==> config.mk <==
export PLATFORM = sky130hd
export DESIGN_NAME = wir_cfg
export DESIGN_NICKNAME = d
export VERILOG_FILES = /design/src/wir_pkg.sv /design/src/wir_cfg.sv
export SDC_FILE = /design/constraint.sdc
export NUM_CORES = 1
export LEC_CHECK = 0
export BUFFER_PORTS_ARGS = -buffer_cell sky130_fd_sc_hd__clkbuf_2
export CELL_PAD_IN_SITES_DETAIL_PLACEMENT = 1
export CELL_PAD_IN_SITES_GLOBAL_PLACEMENT = 2
export CORE_MARGIN = 2
export CORE_UTILIZATION = 18
export CTS_CLUSTER_DIAMETER = 80
export DETAILED_ROUTE_END_ITERATION = 8
export HOLD_SLACK_MARGIN = 0.05
export MAX_ROUTING_LAYER = met4
export PLACE_DENSITY_LB_ADDON = 0.1
export SLEW_MARGIN = 15
export SYNTH_ARGS = -nofsm -noshare
export SYNTH_HDL_FRONTEND = slang
export SYNTH_SLANG_ARGS = --single-unit
export TNS_END_PERCENT = 100
==> constraint.sdc <==
create_clock -name clk -period 0.8 [get_ports clk]
set_clock_uncertainty 0.05 [all_clocks]
set_input_delay 0 -clock clk [delete_from_list [all_inputs] [get_ports clk]]
set_output_delay 0 -clock clk [all_outputs]
set_load 0.02 [all_outputs]
==> src/wir_pkg.sv <==
// Shared constants, codes and types of the weighted impedance residual unit.
`timescale 1ns / 1ps

package wir_pkg;

  // Weighting mode codes
  localparam logic [2:0] MODE_UNITY     = 3'd0;
  localparam logic [2:0] MODE_MOD_MEAS  = 3'd1;
  localparam logic [2:0] MODE_PROP_MEAS = 3'd2;
  localparam logic [2:0] MODE_MOD_FIT   = 3'd3;
  localparam logic [2:0] MODE_PROP_FIT  = 3'd4;
  localparam logic [2:0] MODE_MOD_AUTO  = 3'd5;
  localparam logic [2:0] MODE_PROP_AUTO = 3'd6;

  // Register indexes (paddr[2]) and reset values
  localparam logic       REG_MODE    = 1'b0;
  localparam logic       REG_FLOOR   = 1'b1;
  localparam logic [2:0] MODE_RESET  = MODE_MOD_AUTO;
  localparam logic [15:0] FLOOR_RESET = 16'd1;

  // Sweep counter saturates here
  localparam logic [1:0] SWEEP_MAX = 2'd2;
  localparam logic [1:0] SWEEP_ONE = 2'd1;

  // Q32.32 clip limits
  localparam logic [63:0] LIM_POS = 64'h7FFF_FFFF_FFFF_FFFF;
  localparam logic [63:0] LIM_NEG = 64'h8000_0000_0000_0000;

  // Quotient bits produced by one divider lane, one per cycle
  localparam int unsigned DIV_STEPS = 64;
  localparam int unsigned CNT_W     = $clog2(DIV_STEPS);

  typedef struct packed {
    logic [2:0]  weighting_mode;
    logic [15:0] square_floor;
  } cfg_t;

  typedef struct packed {
    logic               start;
    logic               unity;
    logic signed [32:0] d;
    logic [63:0]        den;
  } lane_req_t;

  typedef struct packed {
    logic        busy;
    logic        sat;
    logic [63:0] value;
  } lane_rsp_t;

endpackage

==> src/wir_cfg.sv <==
// APB register block: weighting mode and square floor.
`timescale 1ns / 1ps

module wir_cfg import wir_pkg::*; (
  input  logic        clk,
  input  logic        rst,
  input  logic        psel,
  input  logic        penable,
  input  logic        pwrite,
  input  logic [2:0]  paddr,
  input  logic [31:0] pwdata,
  output logic [31:0] prdata,
  output logic        pready,
  output cfg_t        cfg,
  output logic        mode_write
);

  logic wr_en;

  assign pready = 1'b1;
  assign wr_en  = psel && penable && pwrite;

  // write side; low address bits are ignored
  always_ff @(posedge clk) begin
    if (rst) begin
      cfg.weighting_mode <= MODE_RESET;
      cfg.square_floor   <= FLOOR_RESET;
    end else if (wr_en) begin
      unique case (paddr[2])
        REG_MODE:  cfg.weighting_mode <= pwdata[2:0];
        REG_FLOOR: cfg.square_floor   <= pwdata[15:0];
      endcase
    end
  end

  // a mode write restarts sweep counting
  assign mode_write = wr_en && (paddr[2] == REG_MODE);

  // read mux
  always_comb begin
    unique case (paddr[2])
      REG_MODE:  prdata = {29'b0, cfg.weighting_mode};
      REG_FLOOR: prdata = {16'b0, cfg.square_floor};
    endcase
  end

endmodule

# After elaboration in Yosys (flattened, before gate mapping)
# Cells that the tools add are included.
# classes
mux	1
bitwise	1
reduce_logical	5
# ops
cell	count
$pmux 32 s2	1
$reduce_and 2->1	2
$logic_and 1x1->1	3
$not 1->1	1
# totals
input_bits	40
elab_cells	9
reg_bits	19
output_inout_bits	53

# Depth between registers and ports, before layout
# logic_depth
word_depth	3
depth_mapped	5
depth_no_buf	2

# Least setup slack after synthesis
# No wires, ideal clock.
# synth_timing
path_kind	input -> register
startpoint	input port paddr[2]
endpoint	register cfg[0] (netlist name)
t_arrival_ps	708
required_time_ps	678
cell_stages	5
setup_ps	72
n_path_buf	3
setup_slack_ps	-30
path_cell_list	buf_6 > and4_4 > buf_12 > buf_12 > mux2i_1
# synth_between
elab_chain_len	1
# synth_rtl
item	line	rtl
from (decl)	wir_cfg.sv:10	input logic [2:0] paddr,
$reduce_and 2->1 (no line)	n/a	
to (decl)	wir_cfg.sv:14	output cfg_t cfg,
# Every way passes these cells.
# A chain may end at the register's enable or synchronous reset.

# Final worst setup path
# layout_timing
startpoint	register cfg[18] (netlist name)
endpoint	output port prdata[2]
# layout_between
elab_chain_len	1
# layout_rtl
item	line	rtl
$pmux 32 s2	wir_cfg.sv:41	unique case (paddr[2])
to (decl)	wir_cfg.sv:12	output logic [31:0] prdata,
# Every way passes these cells. The select of a mux whose other input is x is not followed.

==> flow_summary.toml <==
[run_status]
status = "finished with violations"
violations = "negative setup slack"

[cells_and_area]
nNetsFinal = 251
drive_gt1_share_pct = 58.6
antennaDiodeCount = 0
final_common_cell = "buf_8"
layout.cells.non_filler = 285
largest_reg_flops = 19
final_cell_area_mm2 = 0.00224
syn_to_final_growth_pct = 97.7
largest-register = "cfg"
final_cell_mix = "34 x buf_8, 31 x nand2b_1, 22 x clkbuf_2"
top_regs = "cfg (19)"

[cts]
cts_made_buffers = 3
cts_tree = "built"
clkTransAtPathRegs_ns = 0.08
cts_sinks = 19
cts.path.max_buffers = 2
htree_levels = 1
worstSkewPairLatency_ns = 0.25
root_buffer = "clkbuf_8"

[logic_synthesis]
ys_warn_count = 0
synth-seq-area-share_pct = 33.6
syn-cell-area_mm2 = 0.00113
avgSynthCellArea_um2 = 9.44
netlist-cell-type-count = 16
syn_inst = 120
synth_seq_cells = 19

[floorplan]
row_count = 28
ios = 93
die_area_mm2 = 0.00694
die_w_um = 83.3
die_h_um = 83.3
start_util_pct = 18.9
coreArea_mm2 = 0.00599

[power]
p_leak_nw = 1.01
ir_worst_vdd_mv = 0.653
total_power_mw = 2.23
power.density_mw_per_mm2 = 996

[drt]
wl_um = 3350
first_iter_violations = 13
wl_per_cell_um = 11.8
via_per_inst = 3.73
vias = 1063
ant_nets = 0
firstDrtPassIters = 4
route.detailed.drc = 0

[grt]
grt_pass1_vias = 1066
antenna_found_initial = 0
grt_overflow = 0
grt_max_degree = 37
grt_use_total_pct = 9.34
grt_pass1_wl_um = 5130

[placement]
place_congestion = 0.682
hpwl_um = 2200
portBuffers = 57
pre_cts_ws_ns = -0.107
dpl_cell_area_mm2 = 0.00145
dp.cells = 250

[setup_path]
crit_fanout = 2
worstSetupPathType = "flip-flop to primary output"
crit_required_ns = 0.75
cp_data_arrival_time_ns = 1.00
worst_setup_path_start_kind = "flip-flop"
reg2reg_depth = 4
end_kind = "primary output"

[min_path]
hold_depth = 4
min_path_type = "primary input to flip-flop"

[timing]
max_freq_mhz = 956
hold_viol_final = 0
setup_tns_ns = -3.25
setup_viol_count_final = 31
layout_min_cycle_time_ns = 1.05
grt_setup_unrepaired = "yes"
min_period_over_period_pct = 131
layout_setup_ws_ns = -0.246
drv_slew = 0

[flow_run]
drv_cap = 0
[final cells by class]
| class | count | area, µm² |
|---|---|---|
| Fill cell | 676 | 3750 |
| Tap cell | 75 | 93.8 |
| Clock inverter | 1 | 5.00 |
| Sequential cell | 19 | 409 |
| Timing Repair Buffer | 96 | 1030 |
| Inverter | 1 | 3.75 |
| Clock buffer | 3 | 41.3 |
| Multi-Input combinational cell | 90 | 651 |
[worst max-delay path, cell delays in order, from the launching register on]
cell     delay (ns)
dfxtp_2        0.33
mux2_4         0.28
buf_8          0.13
[synth_stat cells]
master    count  area share (%)
mux2_2        3             3.0
and4_4        1            0.99
nand2b_1     31              17
conb_1        2            0.66
nor2_1        5             1.7
buf_12        2             3.5
inv_1         1            0.33
mux2i_1      19              17
buf_4        17              11
nand4b_1      1            0.77
buf_2         1            0.44
and2_1       10             5.5
clkbuf_1      4             1.3
dfxtp_1      19              34
and2_2        3             2.0
buf_6         1            0.99
[path summary, 6_finish.rpt]
path	from	slack, ns	to
setup / recovery	cfg[18]	-0.25	prdata[2]
hold / removal	penable	0.15	cfg[18]
setup reg to reg	cfg[10]	-0.06	cfg[10]
hold reg to reg	cfg[15]	0.44	cfg[15]
[logic make-up (layout without fill, tap and decap cells)]
kind of cell	count (synthesis)	after routing	share of synthesized area (%)
simple gates	51	51	28.1
other cells	2	17	0.663
buf+inv	26	101	17.9
mux	22	22	19.8
flops	19	19	33.6
[per-stage QoR]
stage,utilization [%],hold WS [ns]
3_5_place_dp,24.3,0.206
2_1_floorplan,-,0.105
5_1_grt,37.4,0.177
6_report,37.4,0.151
4_1_cts,34.7,0.125
3_3_place_gp,24.3,0.195
[power breakdown]
group / internal (mW) / leakage (nW) / switching (mW)
Combinational: 0.302 / 0.820 / 0.261
Sequential: 0.964 / 0.161 / 0.0191
Clock: 0.346 / 0.0255 / 0.337
[repair_timing]
item,4_1_cts,5_1_grt
pin swaps,0,3
hold endpoints to repair,19,0
gates resized for setup,103,53
hold buffers,16,0
setup buffers,7,9
setup endpoints to repair,37,40
[layer usage]
layer / GRT usage [%] / up-vias / part of all wire (%)
met5: - / - / 0
met3: 3.98 / 2 / 7.8
li1: - / 523 / -
met1: 10.4 / 494 / 41
met2: 16.2 / 44 / 51
met4: 0.894 / 0 / 0.30
Power figures use the tool's default switching activity.
