$ cat config.mk
export PLATFORM = sky130hd
export DESIGN_NAME = wir_lane
export DESIGN_NICKNAME = d
export VERILOG_FILES = /design/src/wir_pkg.sv /design/src/wir_lane.sv
export SDC_FILE = /design/constraint.sdc
export NUM_CORES = 1
export LEC_CHECK = 0
export BUFFER_PORTS_ARGS = -buffer_cell sky130_fd_sc_hd__buf_2
export CORE_UTILIZATION = 60
export CTS_BUF_LIST = sky130_fd_sc_hd__clkbuf_4
export DETAILED_ROUTE_END_ITERATION = 10
export PLACE_DENSITY = 0.81
export SLEW_MARGIN = 5
export SYNTH_ARGS = -nofsm -noshare
export SYNTH_HDL_FRONTEND = slang
export SYNTH_SLANG_ARGS = --single-unit
$ cat constraint.sdc
create_clock -name clk -period 12.77 [get_ports clk]
set_input_delay 2.554 -clock clk [delete_from_list [all_inputs] [get_ports clk]]
set_output_delay 2.554 -clock clk [all_outputs]
set_load 0.02 [all_outputs]
$ cat src/wir_pkg.sv
// Shared constants, codes and types of the weighted impedance residual unit.
`timescale 1ns / 1ps

package wir_pkg;

  // Weighting mode codes
  localparam logic [2:0] MODE_UNITY     = 3'd0;
  localparam logic [2:0] MODE_MOD_MEAS  = 3'd1;
  localparam logic [2:0] MODE_PROP_MEAS = 3'd2;
  localparam logic [2:0] MODE_MOD_FIT   = 3'd3;
  localparam logic [2:0] MODE_PROP_FIT  = 3'd4;
  localparam logic [2:0] MODE_MOD_AUTO  = 3'd5;
  localparam logic [2:0] MODE_PROP_AUTO = 3'd6;

  // Register indexes (paddr[2]) and reset values
  localparam logic       REG_MODE    = 1'b0;
  localparam logic       REG_FLOOR   = 1'b1;
  localparam logic [2:0] MODE_RESET  = MODE_MOD_AUTO;
  localparam logic [15:0] FLOOR_RESET = 16'd1;

  // Sweep counter saturates here
  localparam logic [1:0] SWEEP_MAX = 2'd2;
  localparam logic [1:0] SWEEP_ONE = 2'd1;

  // Q32.32 clip limits
  localparam logic [63:0] LIM_POS = 64'h7FFF_FFFF_FFFF_FFFF;
  localparam logic [63:0] LIM_NEG = 64'h8000_0000_0000_0000;

  // Quotient bits produced by one divider lane, one per cycle
  localparam int unsigned DIV_STEPS = 64;
  localparam int unsigned CNT_W     = $clog2(DIV_STEPS);

  typedef struct packed {
    logic [2:0]  weighting_mode;
    logic [15:0] square_floor;
  } cfg_t;

  typedef struct packed {
    logic               start;
    logic               unity;
    logic signed [32:0] d;
    logic [63:0]        den;
  } lane_req_t;

  typedef struct packed {
    logic        busy;
    logic        sat;
    logic [63:0] value;
  } lane_rsp_t;

endpackage

$ cat src/wir_lane.sv
// One residual lane: bit-serial restoring divider with clip and floor handling.
`timescale 1ns / 1ps

module wir_lane import wir_pkg::*; (
  input  logic        clk,
  input  logic        rst,
  input  lane_req_t   req,
  input  logic [15:0] square_floor,
  output lane_rsp_t   rsp
);

  localparam logic [1:0] L_IDLE = 2'd0;
  localparam logic [1:0] L_RUN  = 2'd1;
  localparam logic [1:0] L_FIX  = 2'd2;

  logic [1:0]       state;
  logic [CNT_W-1:0] cnt;
  logic             neg;
  logic [63:0]      den;
  logic [63:0]      rem;
  logic [63:0]      quo;
  logic [63:0]      value;
  logic             sat;

  logic [32:0] mag;
  logic        small_sq;
  logic        over;
  logic [63:0] lim_in;
  logic [64:0] rs;
  logic [65:0] diff;
  logic        ge;
  logic        q_sat;
  logic [63:0] lim_q;

  // start-time checks on the request
  always_comb begin
    mag      = req.d[32] ? 33'(-req.d) : 33'(req.d);
    small_sq = (req.den == 64'd0) || (req.den < {48'b0, square_floor});
    // quotient would need more than 64 bits
    over     = (req.den[63:17] == 47'd0) && (mag >= {req.den[16:0], 16'b0});
    lim_in   = req.d[32] ? LIM_NEG : LIM_POS;
  end

  // one quotient bit: dividend bits leave the top of quo, quotient bits enter below
  always_comb begin
    rs   = {rem, quo[63]};
    diff = {1'b0, rs} - {2'b0, den};
    ge   = !diff[65];
  end

  // final clip against the sign-dependent limit
  always_comb begin
    q_sat = quo[63] && (!neg || (quo[62:0] != 63'd0));
    lim_q = neg ? LIM_NEG : LIM_POS;
  end

  always_ff @(posedge clk) begin
    if (rst) begin
      state <= L_IDLE;
    end else begin
      unique case (state)
        L_IDLE: begin
          if (req.start && !req.unity && !small_sq && !over) begin
            state <= L_RUN;
          end
        end
        L_RUN: begin
          if (cnt == '0) begin
            state <= L_FIX;
          end
        end
        L_FIX: begin
          state <= L_IDLE;
        end
        default: state <= L_IDLE;
      endcase
    end
  end

  // datapath
  always_ff @(posedge clk) begin
    unique case (state)
      L_IDLE: begin
        if (req.start) begin
          neg <= req.d[32];
          den <= req.den;
          cnt <= CNT_W'(DIV_STEPS - 1);
          rem <= 64'(mag[32:16]);
          quo <= {mag[15:0], 48'b0};
          if (req.unity) begin
            value <= {{15{req.d[32]}}, req.d, 16'b0};
            sat   <= 1'b0;
          end else if (small_sq) begin
            value <= (mag == 33'd0) ? 64'd0 : lim_in;
            sat   <= (mag != 33'd0);
          end else if (over) begin
            value <= lim_in;
            sat   <= 1'b1;
          end
        end
      end
      L_RUN: begin
        rem <= ge ? diff[63:0] : rs[63:0];
        quo <= {quo[62:0], ge};
        cnt <= cnt - 1'b1;
      end
      L_FIX: begin
        sat   <= q_sat;
        value <= q_sat ? lim_q : (neg ? (64'd0 - quo) : quo);
      end
      default: ;
    endcase
  end

  assign rsp.busy  = (state != L_IDLE);
  assign rsp.sat   = sat;
  assign rsp.value = value;

endmodule

# == Word level (Yosys, flattened, before mapping) ==
# Cells that the tools add are included.
# totals
ff_bits,266
latchBits,0
ramBits,0
mem_bits_ro,0
input_bits,117
mem_count,0
# classes
addsub,4
n_mul,0
n_div,0
n_lt_le_gt_ge,2
n_eq_ne,6
shift,0
n_mux,26
bitwise_logic,0
reduce_logical,26
# ops
operator,count
64-bit two-way mux,12
64-bit one-hot mux with 2 select lines,3
65-bit by 64-bit subtractor with 66-bit output,1
64-bit logical NOT,1
64-bit by 16-bit less-than comparator with 1-bit output,1
"1-bit by 64-bit subtractor with 64-bit output, first input constant",1
63-bit nonzero test,1
47-bit logical NOT,1
33-bit >= comparator,1
33-bit logical NOT,1
33-bit two-way mux,1
33-bit negator,1
33-bit nonzero test,1
6-bit one-hot mux with 2 select lines,1
6-bit logical NOT,1
6-bit two-way mux,1
"2-bit != test, second input constant",3
2-bit AND reduction,3
2-bit nonzero test,3
"6-bit by 1-bit subtractor with 6-bit output, second input constant",1
1-bit logical AND,5
1-bit logical NOT,5
1-bit two-way mux,4
2-bit two-way mux,2
other kinds (8),9

# == Longest topological paths before layout ==
# Gate-level depths: netlist of run 1.
# depth
word_depth,9
ltp_mapped,18

# == Least setup slack after synthesis of run 1 ==
# No wires, ideal clock.
# synth_path
path_kind,in2reg
start,input port req[64] (netlist bit)
end,"register sat, enable pin"
setup_ps,578
arrival_time_ps,10102
required_time_ps,12192
slack_ps,2091
path_stages,15
path_buffers,1
path_cell_list,inv_1 ha_1 or4b_2 or3_1 clkbuf_1 or4_1 nand2_1 xnor2_1 ha_1 nand4_1 nor4_1 nand2_1 o2111ai_1 a21oi_1 o21ai_0
# synth_via
elab_chain_cells,6
# synth_lines
element,line,rtl
"start, declared",wir_lane.sv:7,"input lane_req_t req,"
33-bit negator,wir_lane.sv:37,mag = req.d[32] ? 33'(-req.d) : 33'(req.d);
33-bit two-way mux (*),wir_lane.sv:37,
33-bit >= comparator (*),wir_lane.sv:40,"over = (req.den[63:17] == 47'd0) && (mag >= {req.den[16:0], 16'b0});"
1-bit logical AND (*),wir_lane.sv:40,
4-bit != test (no source line) (*),-,
3-bit AND reduction (no source line) (*),-,
"end signal, assigned",wir_lane.sv:95,sat <= (mag != 33'd0);
"end signal, assigned",wir_lane.sv:108,sat <= q_sat;
"end, declared",wir_lane.sv:23,logic sat;
# Every way passes the cells marked *; elsewhere a longest branch is shown, timed or not.
# A chain may end at the register's enable or synchronous reset.

# == Worst setup path in the final report of run 1 ==
# layout_path
start,input port req[64] (netlist bit)
end,"register value[57], enable pin"
# layout_via
elab_chain_cells,6
# layout_lines
element,line,rtl
33-bit negator,wir_lane.sv:37,
33-bit two-way mux (*),wir_lane.sv:37,
33-bit >= comparator (*),wir_lane.sv:40,
1-bit logical AND (*),wir_lane.sv:40,
4-bit != test (no source line) (*),-,
3-bit AND reduction (no source line) (*),-,
"end signal, assigned",wir_lane.sv:91,"value <= {{15{req.d[32]}}, req.d, 16'b0};"
"end signal, assigned",wir_lane.sv:94,value <= (mag == 33'd0) ? 64'd0 : lim_in;
"end signal, assigned",wir_lane.sv:97,value <= lim_in;
"end, declared",wir_lane.sv:22,logic [63:0] value;
# Marked as above.

==> results of run 1 <==
## cell usage in the layout, fill, tap and decap left out, types with 7 or more instances in the layout
| master | count |
|---|---|
| a211oi_1 | 29 |
| nand2b_1 | 23 |
| xnor2_1 | 74 |
| inv_1 | 125 |
| clkinv_1 | 7 |
| o21bai_1 | 9 |
| nor2b_1 | 24 |
| o21a_1 | 18 |
| or3_1 | 21 |
| nand4_1 | 21 |
| buf_2 | 182 |
| nor4_1 | 31 |
| nor2_1 | 151 |
| clkbuf_4 | 92 |
| ha_1 | 101 |
| mux2i_1 | 9 |
| a21o_1 | 30 |
| and3_1 | 8 |
| and2_1 | 50 |
| o221ai_1 | 15 |
| o211ai_1 | 20 |
| xor2_1 | 47 |
| a31oi_1 | 18 |
| or4_1 | 15 |
| nand2_1 | 203 |
| buf_4 | 18 |
| o41ai_1 | 15 |
| edfxtp_1 | 264 |
| a21oi_1 | 223 |
| o21ai_0 | 113 |
| nand3_1 | 64 |
| o31ai_1 | 25 |
| or2_2 | 9 |
| nor3_1 | 31 |
## through the flow
| step | util, % | worst slack [ns] |
|---|---|---|
| 2_1_floorplan | - | 2.09 |
| 3_3_place_gp | 65.1 | 5.51 |
| 3_5_place_dp | 65.1 | 5.45 |
| 4_1_cts | 67.7 | 6.15 |
| 5_1_grt | 67.7 | 5.71 |
| 6_report | 67.7 | 6.06 |
## report_power, final
part | internal, mW | total (mW) | switching [mW]
sequential | 1.05 | 1.11 | 0.0524
combinational | 0.252 | 0.691 | 0.438
clock | 0.351 | 0.696 | 0.344
total | 1.66 | 2.49 | 0.835
## kinds of logic after synthesis
kind of cell / count (synthesis)
and+or+nand+nor: 675
AOI/OAI and AO/OA: 573
DFF: 266
buffers and inverters: 232
xor gates and xnor gates: 121
adders and majority gates: 102
muxes: 11
## layout make-up
class	instances	share of cell area [%]
diodes	2	0.0249
inverters	125	2.33
well taps	390	2.42
clock buffers	92	3.43
repair buffers	200	5.20
multi-input cells	1482	46.5
flip-flops and latches	266	39.6
clock inverters	15	0.485
## state kept, by name, summed over array words and instances, names as in the netlist
register and flops:
rem 64, den 64, cnt 6, neg 1
sat 1, quo 64, state 2, value 64
## layer usage
| metal | global-route usage, % | vias up | wire [µm] |
|---|---|---|---|
| met2 | 48.1 | 935 | 21900 |
| met3 | 6.44 | 128 | 5390 |
| met5 | 0 | - | 37 |
| li1 | - | 7627 | - |
| met1 | 46.2 | 7657 | 21200 |
| met4 | 11.3 | 6 | 1410 |
## worst register-to-register path, delay by kind of cell, from the launching register on
kind                       cells  cell delay [ns]
AOI/OAI and AO/OA              8             2.93
xor gates and xnor gates       1             0.17
buffers and inverters          1             0.35
DFF                            1             0.78
and+or+nand+nor                1             0.17
adders and majority gates      2             0.73
## path summary, 6_finish.rpt
kind                            startpoint         to  slack, ns  cells past startpoint
worst min register to register      cnt[0]     cnt[0]       0.59                      1
worst max register to register     quo[63]    rem[60]       7.44                     13
worst min-delay path                cnt[0]     cnt[0]       0.59                      1
worst max-delay path               req[64]  value[57]       6.06                     16
==> qor.yml, run 1 <==
timing:
  worst_slew_pin_slew_ns: 1.01
  period_minus_slack_ns: 6.71
  period_share_pct: 52.5
  worst_clock_skew_ns: 0.0521
  max_freq_mhz: 149
  maxSlewHeadroom_pct: 32.7
  finalSetupViolCount: 0
  slew_viol_final: 0
  finalSetupTns_ns: 0
  whs_ns: 0.587
  final-hold-violation-count: 0
  grt_setup_unrepaired: "false"
yosys:
  yosys.area_share.simple_pct: 18.1
  avgSynthCellArea_um2: 9.18
  synth_xor_area_share_pct: 5.83
  yosys-top-cells-count: "edfxtp_1 (264), a21oi_1 (223), nand2_1 (203)"
  yosysTopAreaCell: "edfxtp_1"
  synth.top_cell.area_share_pct: 43.6
  synth.area.mux_share_pct: 0.620
  syn_inst: 1980
  ys_seq_area_share_pct: 43.8
  synth_top_family_by_area: "compound AO/OA/AOI/OAI gates"
  synth_edf_count: 264
  yosys_warnings: 0
  synthArstFlopShare_pct: 0
  ys_top_cells_by_area: "edfxtp_1 (44%), ha_1 (7.0%), a21oi_1 (6.1%)"
  syn_area_um2: 18200
  synth_seq_cells: 266
  synth_fa_ha_area_share_pct: 7.06
  synth_compound_area_share_pct: 19.6
  synth_nets: 2199
  synth_ff_type: "edfxtp_1"
  synth.distinct_cells: 72
  yosysMostFrequentCell: "edfxtp_1"
cts:
  post_cts_buffers: 0
  insertion_delay_ns: 0.70
  cts_hold_buf: 0
  cts_root_buffer: "clkbuf_4"
  cts_tree: "done"
  cts.repair.resized: 0
  htreeDepth: 3
  clkTransAtPathRegs_ns: 0.06
  clockBufferDepth: 3
  cts_sinks: 266
  cts_made_buffers: 68
layout:
  stdcell_area_um2: 20100
  nets: 2362
  fillers: 2393
  drive_gt1_share_pct: 15.2
  regArea_um2: 7970
  fin_cells: 2572
  area_growth_pct: 10.8
  multi_input_area_um2: 9370
worst_setup_path:
  required_ns: 13.06
  endpoint_kind: "register"
  path_class: "primary input to register"
  worst_setup_path_start_kind: "primary input"
  crit_fanout: 65
  cp_data_arrival_time_ns: 7.00
  cp_cell_sequence: "buf_2 -> inv_1 -> ha_1 -> or4b_2 -> or3_1 -> or4_1 -> nand2_1 -> xnor2_1 -> ha_1 -> nand4_1 -> nor4_1 -> nand2_1 -> o2111ai_1 -> a21oi_1 -> o21ai_4 -> buf_4"
  path_delay_family: "simple AND/OR/NAND/NOR gates"
  worst-path-buf-inv: 3
  max_stage_delay_ns: 0.69
  crit_slowest_cell: "or4b_2"
worst_hold_path:
  hp-class: "register to register"
pwr:
  vdd_ir_drop_max_mv: 0.0620
  p_total_mw: 2.49
  p_leak_nw: 8.12
  powerDensity_nw_per_um2: 124
placed_design:
  hpwl_mm: 36.0
  placed_area_um2: 19300
  numPortBuffers: 182
  place_inst: 2463
  gp_congestion: 0.927
global_routing:
  grt_first_pass_wirelength_mm: 78.9
  track_usage_pct: 32.1
  antenna_found_initial: 5
  grt_overflow_total: 0
  grt_pass1_vias: 15100
  grt_max_degree: 75
detailed_routing:
  num_vias: 16400
  first_pass_iters: 6
  antenna_left: 0
  drt_iter0_markers: 2054
  drc_errors: 0
  wirelength_mm: 49.9
  route.detailed.wl_per_inst_um: 19.4
  viasPerCell: 6.36
outcome:
  outcome: "complete, no violations"
floorplan:
  fp.dieH_um: 176
  ios: 183
  start_util_pct: 61.2
  core_um2: 29700
  rows: 63
  die-width_um: 176
  die_area_um2: 31000
flow_run:
  drv_cap: 0
(Power assumes the default switching activity.)
==> run 2, diff against run 1 <==
Settings changed: CORE_UTILIZATION 60 to 56, PLACE_DENSITY 0.81 to 0.79.
Clock period 12.77 ns to 5.9 ns, I/O delays scaled along.
==> run 2 against run 1 <==
Net effect: design area rose by 1.5%; largest cell class unchanged; sequential power rose by 120%; utilization fell by 3.3 points; critical path depth rose by 2; register-to-register slack got worse by 6.5 ns; setup slack got worse by 5.2 ns; die area rose by 7.1%; critical path type unchanged; sequential cell count did not move; largest power group unchanged; power rose by 130%; sequential share of layout area fell by 0.57 points.
==> qor.yml, run 2 (synthesis results as in run 1) <==
detailed_routing:
  wirelength_mm: 50.9  # was 49.9 mm
  num_vias: 16400  # about the same
  drt_iter0_markers: 1563  # was 2054
  antenna_left: 0  # unchanged
  route.detailed.wl_per_inst_um: 19.5  # was 19.4 µm
  drc_errors: 0  # unchanged
  first_pass_iters: 5  # was 6
  viasPerCell: 6.26  # was 6.36
worst_setup_path:
  required_ns: 6.34  # was 13.06 ns
  crit_fanout: 22  # was 65
  worst_setup_path_start_kind: "primary input"  # unchanged
  endpoint_kind: "register"  # unchanged
  path_class: "primary input to register"  # unchanged
  cp_data_arrival_time_ns: 5.46  # was 7.00 ns
placed_design:
  place_inst: 2482  # was 2463
  gp_congestion: 0.976  # was 0.927
  pre_cts_slack_ns: 0.273  # was 5.45 ns
  placed_area_um2: 19500  # was 19300 µm²
  hpwl_mm: 36.3  # was 36.0 mm
  numPortBuffers: 182  # unchanged
timing:
  finalSetupTns_ns: 0  # unchanged
  max_freq_mhz: 200
  period_minus_slack_ns: 5.01
  maxSlewHeadroom_pct: 25.9  # was 32.7%
  setup_slack_ns: 0.888  # was 6.06 ns
  slew_viol_final: 0  # unchanged
  finalSetupViolCount: 0  # unchanged
  worst_slew_pin_slew_ns: 1.10  # was 1.01 ns
  period_share_pct: 84.9
  worst_clock_skew_ns: 0.0402  # was 0.0521 ns
  grt_setup_unrepaired: "false"  # unchanged
  final-hold-violation-count: 0  # unchanged
cts:
  cts_root_buffer: "clkbuf_4"  # unchanged
  clkTransAtPathRegs_ns: 0.06  # about the same
  htreeDepth: 3  # unchanged
  post_cts_buffers: 0  # unchanged
  clockBufferDepth: 3  # unchanged
  insertion_delay_ns: 0.72  # was 0.70 ns
  cts_hold_buf: 0  # unchanged
  cts_made_buffers: 73  # was 68
  cts_sinks: 266  # unchanged
  cts_tree: "done"  # unchanged
  cts.repair.resized: 0  # unchanged
layout:
  nets: 2374  # was 2362
  multi_input_area_um2: 9370  # unchanged
  regArea_um2: 7970  # unchanged
  layout_common_cells: "edfxtp_1 (264), a21oi_1 (223), nand2_1 (203)"  # unchanged
  layout_commonest_cell: "edfxtp_1"  # unchanged
  area_growth_pct: 12.4  # was 10.8%
  fin_cells: 2613  # was 2572
  stdcell_area_um2: 20400  # was 20100 µm²
  fillers: 2630  # was 2393
  drive_gt1_share_pct: 15.6  # was 15.2%
outcome:
  outcome: "complete, no violations"  # unchanged
global_routing:
  grt_pass1_vias: 15600  # was 15100
  grt_max_degree: 105  # was 75
  track_usage_pct: 30.7  # was 32.1%
  grt_first_pass_wirelength_mm: 80.9  # was 78.9 mm
  antenna_found_initial: 9  # was 5
  grt_overflow_total: 0  # unchanged
pwr:
  p_total_mw: 5.64  # was 2.49 mW
  vdd_ir_drop_max_mv: 0.150  # was 0.0620 mV
  powerDensity_nw_per_um2: 276  # was 124 nW/µm²
  p_leak_nw: 8.25  # was 8.12 nW
flow_run:
  drv_cap: 0  # unchanged
floorplan:
  ios: 183  # unchanged
  fp.dieH_um: 182  # was 176 µm
  die_area_um2: 33200  # was 31000 µm²
  die-width_um: 182  # was 176 µm
  core_um2: 31700  # was 29700 µm²
  start_util_pct: 57.3  # was 61.2%
  rows: 65  # was 63
worst_hold_path:
  hp-class: "register to register"  # unchanged
[run 2: metrics by stage]
stage	utilization (%)	hold WS [ns]
after floorplan	-	0.546
after global placement	61.4	0.571
after detailed placement	61.4	0.577
after CTS	64.4	0.581
after global routing	64.4	0.595
final	64.4	0.595
[run 2: path summary, 6_finish.rpt]
kind                            startpoint         to  slack [ns]  cells past startpoint
worst max register to register     quo[10]  value[47]        0.94                     10
worst min register to register      cnt[0]     cnt[0]        0.59                      1
worst min-delay path                cnt[0]     cnt[0]        0.59                      1
worst max-delay path               req[64]  value[14]        0.89                     18
[run 2: final cells by class]
type,count,area share [%]
flip-flops and latches,266,39.0
multi-input cells,1482,45.9
clock buffers,95,3.49
well taps,402,2.46
repair buffers,207,5.68
clock inverters,30,1.13
diodes,6,0.0735
inverters,125,2.30
[run 2: power by group]
group          internal [mW]  total (mW)  switching (mW)  leakage, nW
clock                  0.929        1.73           0.804        0.539
combinational          0.558        1.52           0.960         5.08
sequential              2.28        2.39           0.112         2.63
[run 2: per-layer routing]
| layer | share of wire, % | vias to the layer above | global-route usage [%] |
|---|---|---|---|
| met5 | 0.098 | - | 0 |
| li1 | - | 7673 | - |
| met4 | 3.2 | 8 | 13.0 |
| met3 | 11 | 136 | 7.82 |
| met2 | 44 | 885 | 46.5 |
| met1 | 42 | 7665 | 41.8 |
[run 2: critical path, stage by stage]
cell and delay [ns]:
buf_2 0.13, inv_1 0.10, ha_1 0.25, or4b_2 0.69, or3_1 0.53, o31ai_1 0.40, xnor2_1 0.20, ha_1 0.29
o21a_1 0.11, o21ai_0 0.15, nand2b_1 0.09, a21oi_1 0.15, nor2_1 0.05, a211oi_1 0.24, o2111ai_1 0.13, a21oi_1 0.31
o21ai_4 0.21, buf_12 0.24
